## src/rtl/buddy_page_allocator_defines.svh

```systemverilog
// ---------------------------------------------------------------------------
// Buddy page allocator assertion macros
// Shared concurrent assertion forms clocked on clk_i and gated by rst_ni.
// ---------------------------------------------------------------------------
`ifndef BUDDY_PAGE_ALLOCATOR_DEFINES_SVH
`define BUDDY_PAGE_ALLOCATOR_DEFINES_SVH

// Same-cycle implication.
`define BPA_ASSERT_NOW(lbl, ante, cons, msg) \
  lbl: assert property (@(posedge clk_i) disable iff (!rst_ni) (ante) |-> (cons)) \
    else $error(msg);

// Next-cycle implication.
`define BPA_ASSERT_NEXT(lbl, ante, cons, msg) \
  lbl: assert property (@(posedge clk_i) disable iff (!rst_ni) (ante) |=> (cons)) \
    else $error(msg);

`endif

```

## src/rtl/bpa_pkg.sv

```systemverilog
// ---------------------------------------------------------------------------
// Buddy page allocator package
// Codes, sequencer states, datapath commands and the status bundle.
// ---------------------------------------------------------------------------
package bpa_pkg;

  localparam logic       OP_ALLOC = 1'b0;
  localparam logic       OP_FREE  = 1'b1;

  localparam logic [1:0] ST_ALLOC   = 2'd0;
  localparam logic [1:0] ST_NOBLK   = 2'd1;
  localparam logic [1:0] ST_FREED   = 2'd2;
  localparam logic [1:0] ST_IGNORED = 2'd3;

  localparam logic [12:0] PAGE_COUNT_RST = 13'd4096;
  localparam int          REG_PAGE_COUNT = 0;

  typedef enum logic [4:0] {
    S_CLR, S_IDLE, S_DEC, S_A_SCAN, S_U_RD, S_U_LAT, S_U_W1, S_U_W2, S_U_W3,
    S_A_TAKE, S_A_SPLIT, S_A_BUD, S_P_W1, S_P_W2, S_A_FIN, S_F_TST,
    S_M_LOOP, S_M_TST, S_M_U2, S_M_UP, S_DONE
  } state_e;

  typedef enum logic [4:0] {
    C_CLR, C_IDLE, C_DEC, C_A_SCAN, C_U_RD, C_U_LAT, C_U_W1, C_U_W2, C_U_W3,
    C_A_TAKE, C_A_SPLIT, C_A_BUD, C_P_W1, C_P_W2, C_A_FIN, C_F_TST,
    C_M_LOOP, C_M_TST, C_M_U2, C_M_UP, C_DONE
  } cmd_e;

  typedef struct packed {
    logic acc;
    logic op;
    logic clr_last;
    logic lvl_over;
    logic found;
    logic split_more;
    logic bud_ok;
    logic free_bad;
    logic merge_stop;
    logic merge_ok;
    logic out_free;
  } bpa_sts_t;

endpackage

```

## src/rtl/bpa_ctrl.sv

```systemverilog
// ---------------------------------------------------------------------------
// Buddy page allocator controller
// Sequences the clearing pass, list scan, unlink, push, split and merge steps.
// ---------------------------------------------------------------------------
`include "buddy_page_allocator_defines.svh"

module bpa_ctrl (
  input  logic              clk_i,
  input  logic              rst_ni,
  input  bpa_pkg::bpa_sts_t sts_i,
  output bpa_pkg::cmd_e     cmd_o
);
  import bpa_pkg::*;

  state_e state_q, state_d;
  state_e ret_q, ret_d;

  always_ff @(posedge clk_i or negedge rst_ni) begin
    if (!rst_ni) begin
      state_q <= S_CLR;
      ret_q   <= S_IDLE;
    end else begin
      state_q <= state_d;
      ret_q   <= ret_d;
    end
  end

  always_comb begin
    state_d = state_q;
    ret_d   = ret_q;
    cmd_o   = C_IDLE;
    case (state_q)
      S_CLR: begin
        cmd_o = C_CLR;
        if (sts_i.clr_last) state_d = S_IDLE;
      end
      S_IDLE: begin
        cmd_o = C_IDLE;
        if (sts_i.acc) state_d = S_DEC;
      end
      S_DEC: begin
        cmd_o   = C_DEC;
        state_d = (sts_i.op == OP_FREE) ? S_F_TST : S_A_SCAN;
      end
      S_A_SCAN: begin
        cmd_o = C_A_SCAN;
        if (sts_i.lvl_over) begin
          state_d = S_DONE;
        end else if (sts_i.found) begin
          ret_d   = S_A_TAKE;
          state_d = S_U_RD;
        end
      end
      S_U_RD: begin
        cmd_o   = C_U_RD;
        state_d = S_U_LAT;
      end
      S_U_LAT: begin
        cmd_o   = C_U_LAT;
        state_d = S_U_W1;
      end
      S_U_W1: begin
        cmd_o   = C_U_W1;
        state_d = S_U_W2;
      end
      S_U_W2: begin
        cmd_o   = C_U_W2;
        state_d = S_U_W3;
      end
      S_U_W3: begin
        cmd_o   = C_U_W3;
        state_d = ret_q;
      end
      S_A_TAKE: begin
        cmd_o   = C_A_TAKE;
        state_d = S_A_SPLIT;
      end
      S_A_SPLIT: begin
        cmd_o   = C_A_SPLIT;
        state_d = sts_i.split_more ? S_A_BUD : S_A_FIN;
      end
      S_A_BUD: begin
        cmd_o = C_A_BUD;
        if (sts_i.bud_ok) begin
          ret_d   = S_A_SPLIT;
          state_d = S_P_W1;
        end else begin
          state_d = S_A_SPLIT;
        end
      end
      S_P_W1: begin
        cmd_o   = C_P_W1;
        state_d = S_P_W2;
      end
      S_P_W2: begin
        cmd_o   = C_P_W2;
        state_d = ret_q;
      end
      S_A_FIN: begin
        cmd_o   = C_A_FIN;
        state_d = S_DONE;
      end
      S_F_TST: begin
        cmd_o = C_F_TST;
        if (sts_i.free_bad) begin
          state_d = S_DONE;
        end else begin
          ret_d   = S_M_LOOP;
          state_d = S_P_W1;
        end
      end
      S_M_LOOP: begin
        cmd_o   = C_M_LOOP;
        state_d = sts_i.merge_stop ? S_DONE : S_M_TST;
      end
      S_M_TST: begin
        cmd_o = C_M_TST;
        if (sts_i.merge_ok) begin
          ret_d   = S_M_U2;
          state_d = S_U_RD;
        end else begin
          state_d = S_DONE;
        end
      end
      S_M_U2: begin
        cmd_o   = C_M_U2;
        ret_d   = S_M_UP;
        state_d = S_U_RD;
      end
      S_M_UP: begin
        cmd_o   = C_M_UP;
        ret_d   = S_M_LOOP;
        state_d = S_P_W1;
      end
      S_DONE: begin
        cmd_o = C_DONE;
        if (sts_i.out_free) state_d = S_IDLE;
      end
      default: begin
        state_d = S_IDLE;
      end
    endcase
  end

  `BPA_ASSERT_NEXT(a_acc_decode, sts_i.acc, state_q == S_DEC, "accepted request not decoded")
  `BPA_ASSERT_NEXT(a_unlink_ret, state_q == S_U_W3, state_q == $past(ret_q), "bad unlink return")
  `BPA_ASSERT_NOW(a_push_ret, state_q == S_P_W2, ret_q == S_A_SPLIT || ret_q == S_M_LOOP, "bad push return")

endmodule

```

## config.mk

```make
export PLATFORM = sky130hd
export DESIGN_NAME = bpa_ctrl
export DESIGN_NICKNAME = d
export VERILOG_FILES = /design/src/rtl/bpa_pkg.sv /design/src/rtl/bpa_ctrl.sv
export VERILOG_INCLUDE_DIRS = /design/src /design/src/rtl
export SDC_FILE = /design/constraint.sdc
export NUM_CORES = 1
export LEC_CHECK = 0
export BUFFER_PORTS_ARGS = -buffer_cell sky130_fd_sc_hd__buf_4
export CORE_UTILIZATION = 45
export DETAILED_ROUTE_END_ITERATION = 10
export MAX_ROUTING_LAYER = met4
export PLACE_DENSITY = 0.68
export SYNTH_ARGS = -nofsm -noshare
export SYNTH_HDL_FRONTEND = slang
export SYNTH_SLANG_ARGS = --single-unit
```

## constraint.sdc

```tcl
create_clock -name clk_i -period 2.3 [get_ports clk_i]
set_input_delay 0.345 -clock clk_i [delete_from_list [all_inputs] [get_ports clk_i]]
set_output_delay 0.345 -clock clk_i [all_outputs]
set_load 0.005 [all_outputs]
```

==> key figures <==
Detailed routing
  • 1st-iter DRT viols: 32
  • Vias: 878
  • Number of remaining DRC errors: 0
  • Via density per instance: 5.97
  • Routed WL per cell: 14.1 um
  • Detailed Route WL: 2.07 mm
  • Antenna Nets Post-Route: 0
  • Pre-Repair DR Iteration Count: 4

Clock network
  • Worst-Skew Late Latency: 0.27 ns
  • Root buffer cell: clkbuf_4
  • Reg clk slew, reported paths: 0.06 ns
  • TritonCTS clock tree: built
  • CTS max path bufs: 2
  • CTS H-tree depth: 1
  • # Post-CTS Setup Buffers: 0
  • CTS resizes: 0
  • Clock Sinks: 9
  • Total CTS buffers: 3

Floorplanning
  • Ports: 18
  • Core Region: 1760 sq um
  • FP Rows: 15
  • Die H: 45.7 um
  • DIE AREA: 2090 sq um
  • Overall die width: 45.7 um
  • Starting Density: 48.7%

Placement
  • Port bufs: 17
  • GPL Wtd Cong: 0.899
  • Post-Place Setup Slack: 0.466 ns
  • Post-DP HPWL: 1.53 mm

STA
  • FMAX: 0.519 GHz
  • Fin Clk Skew: 0.00257 ns
  • Final hold viol count: 0
  • Slew Limit Fails: 0
  • PnR worst setup slack: 0.375 ns
  • Actual slew at the worst max-slew pin: 0.656 ns
  • Final setup viols: 0
  • Tcrit/Tclk final: 83.7%
  • Crit path time final: 1.93 ns
  • RSZ-0062 raised after global routing: false
  • Max-slew headroom: 56.3%
  • WHS: 0.382 ns
  • Post-route setup TNS: 0 ns

Synth
  • Top cell type by total area after synthesis: dfrtp_1
  • Most used DFF post-synth: dfrtp_1
  • Yosys cell types: 45
  • Post-synth top area share: 23.3%
  • Syn avg cell area: 7.95 sq um
  • Sequential share of the synthesized area: 26.4%
  • Ys async rst share: 100%
  • Yosys warning count: 0
  • Mapped Cells: 108
  • #FFs+latches synth: 9
  • EDFF count, synth: 0
  • Largest cells by area after synthesis: dfrtp_1 23%, a21oi_1 5.8%, mux2_4 5.2%, nor2_1 4.4%, nand2_1 3.9%
  • Syn_nets: 121
  • Netlist area before placement: 858 sq um

Layout
  • Nets: 136
  • Layout area overhead: 17.2%
  • ANT cells: 0
  • Fin util: 57.0%
  • Share of post-route cells with drive strength above 1: 26.2%

Pwr
  • Peak VDD IR: 0.838 mV
  • Clock power frac: 8.9%
  • Leakage power: 0.000441 uW
  • Logic gate share of total power: 61.1%
  • Sw power: 681 uW
  • Int Pwr: 694 uW
  • Sequential share of power: 30.0%
  • Pwr Total: 1370 uW
  • Switching share of power: 49.5%
  • Power per cell area: 1370 nW/um^2

Worst setup path
  • Max FO, Critical Path: 21
  • Critical path data required time: 1.96 ns
  • Critical Path Sink Type: output port
  • CP Launch Type: flop
  • Crit Path Class: reg -> out
  • Crit path DAT: 1.58 ns

Run
  • Max_cap viols: 0

Min path
  • Worst Hold Class: in -> reg

Global route
  • Met3 Usage GRT: 8.33%
  • Vias in the first global route: 756
  • Tot GR Track Use: 23.0%
  • GRT overflow: 0
  • Initial antenna violation count: 0
  • Largest net degree at the start of global routing: 22
  • GR peak layer: met2
  • Met1 GRT Util: 28.7%
  • First-pass GRT wire length: 3.29 mm
  • Met2 usage: 35.7%

Status
  • Outcome: finished, final reports clean
-- worst max-delay path, cell delays in order (launching register included) --
cell and delay, ns:
dfrtp_1 0.76, o21ai_0 0.22, and2_1 0.21, buf_4 0.13
-- sequential cells by signal, indices dropped and copies added, names as in the netlist --
register / cells
state_q: 5
ret_q: 4
-- cell type report --
type | count | area (sq um)
timing repair buffer | 20 | 153
sequential | 9 | 226
inverter | 6 | 22.5
clock buffer | 4 | 26.3
multi-input combinational | 83 | 547
tap | 25 | 31.3
fill | 174 | 758
-- path summary, 6_finish.rpt --
kind                                              from                      to  slack [ns]  cells after the start
worst max-delay path            state_q[2]$_DFFE_PN0P_                cmd_o[1]        0.37                      3
worst min-delay path                          sts_i[0]  state_q[2]$_DFFE_PN0P_        0.38                      3
worst max register to register  state_q[2]$_DFFE_PN0P_  state_q[0]$_DFFE_PN0P_        0.43                      5
worst min register to register    ret_q[4]$_DFFE_PN0P_    ret_q[4]$_DFFE_PN0P_        0.51                      1
max in group asynchronous                       rst_ni    ret_q[0]$_DFFE_PN1P_        1.65                      2
min in group asynchronous                       rst_ni    ret_q[3]$_DFFE_PN0P_        0.43                      2
-- synth_stat cells, drive strengths merged, types with 2 or more instances --
library cell	count
a21oi	10
nand2	10
nor2	10
buf	9
dfrtp	8
o21ai	8
inv	6
mux2	3
nand2b	3
nand3	3
o211ai	3
o22ai	3
a2111oi	2
a211oi	2
a21o	2
a31oi	2
nor3	2
nor4	2
o22a	2
or4	2
-- power by group through the flow --
| stage | combinational, uW | sequential (uW) | clock [uW] |
|---|---|---|---|
| floorplan | 802 | 253 | 0 |
| global placement | 842 | 405 | 0 |
| detailed placement | 833 | 408 | 0 |
| CTS | 839 | 403 | 124 |
| global route | 924 | 426 | 133 |
| finish | 840 | 412 | 122 |
-- cells in the final DEF (no fill, tap or decap), types with 2 or more instances in the layout --
master,synthesis,routed
a2111oi_0,2,2
a211oi_1,2,2
a21o_1,2,2
a21oi_1,10,10
buf_4,3,19
clkbuf_4,0,3
dfrtp_1,8,8
inv_1,6,6
mux2_4,3,3
nand2_1,9,9
nand2b_1,2,2
nand3_1,2,2
nor2_1,10,10
nor3_1,2,2
nor4_1,2,2
o211ai_1,3,3
o21ai_0,6,6
o21ai_1,2,2
o22a_1,2,2
o22ai_1,2,2
-- through the flow --
stage / instances / area [sq um]
floorplan: 108 / 858
global placement: 142 / 970
detailed placement: 142 / 970
CTS: 147 / 1010
global route: 147 / 1010
finish: 147 / 1010
-- per-layer routing --
metal  share of wire, %  up-vias  routed length (um)
met1                 44      409                 905
met5                  0        -                   0
met4               0.29        0                   6
met2                 47       38                 975
li1                   -      428                   -
met3                8.7        3                 180
-- timing repair --
| item | in CTS | in global routing |
|---|---|---|
| setup endpoints to repair | 0 | 0 |
| hold buffers | 1 | 0 |
| hold endpoints to repair | 8 | 0 |
-- cell families (layout without fill, tap and decap cells) --
family,Yosys count,after routing,synth area share (%)
flops,9,9,26.4
simple gates,40,40,26.4
buf+inv,16,30,9.91
compound gates,37,37,28.9
mux,4,4,6.41
xor+xnor,2,2,2.04
Power figures use the tool's default switching activity.
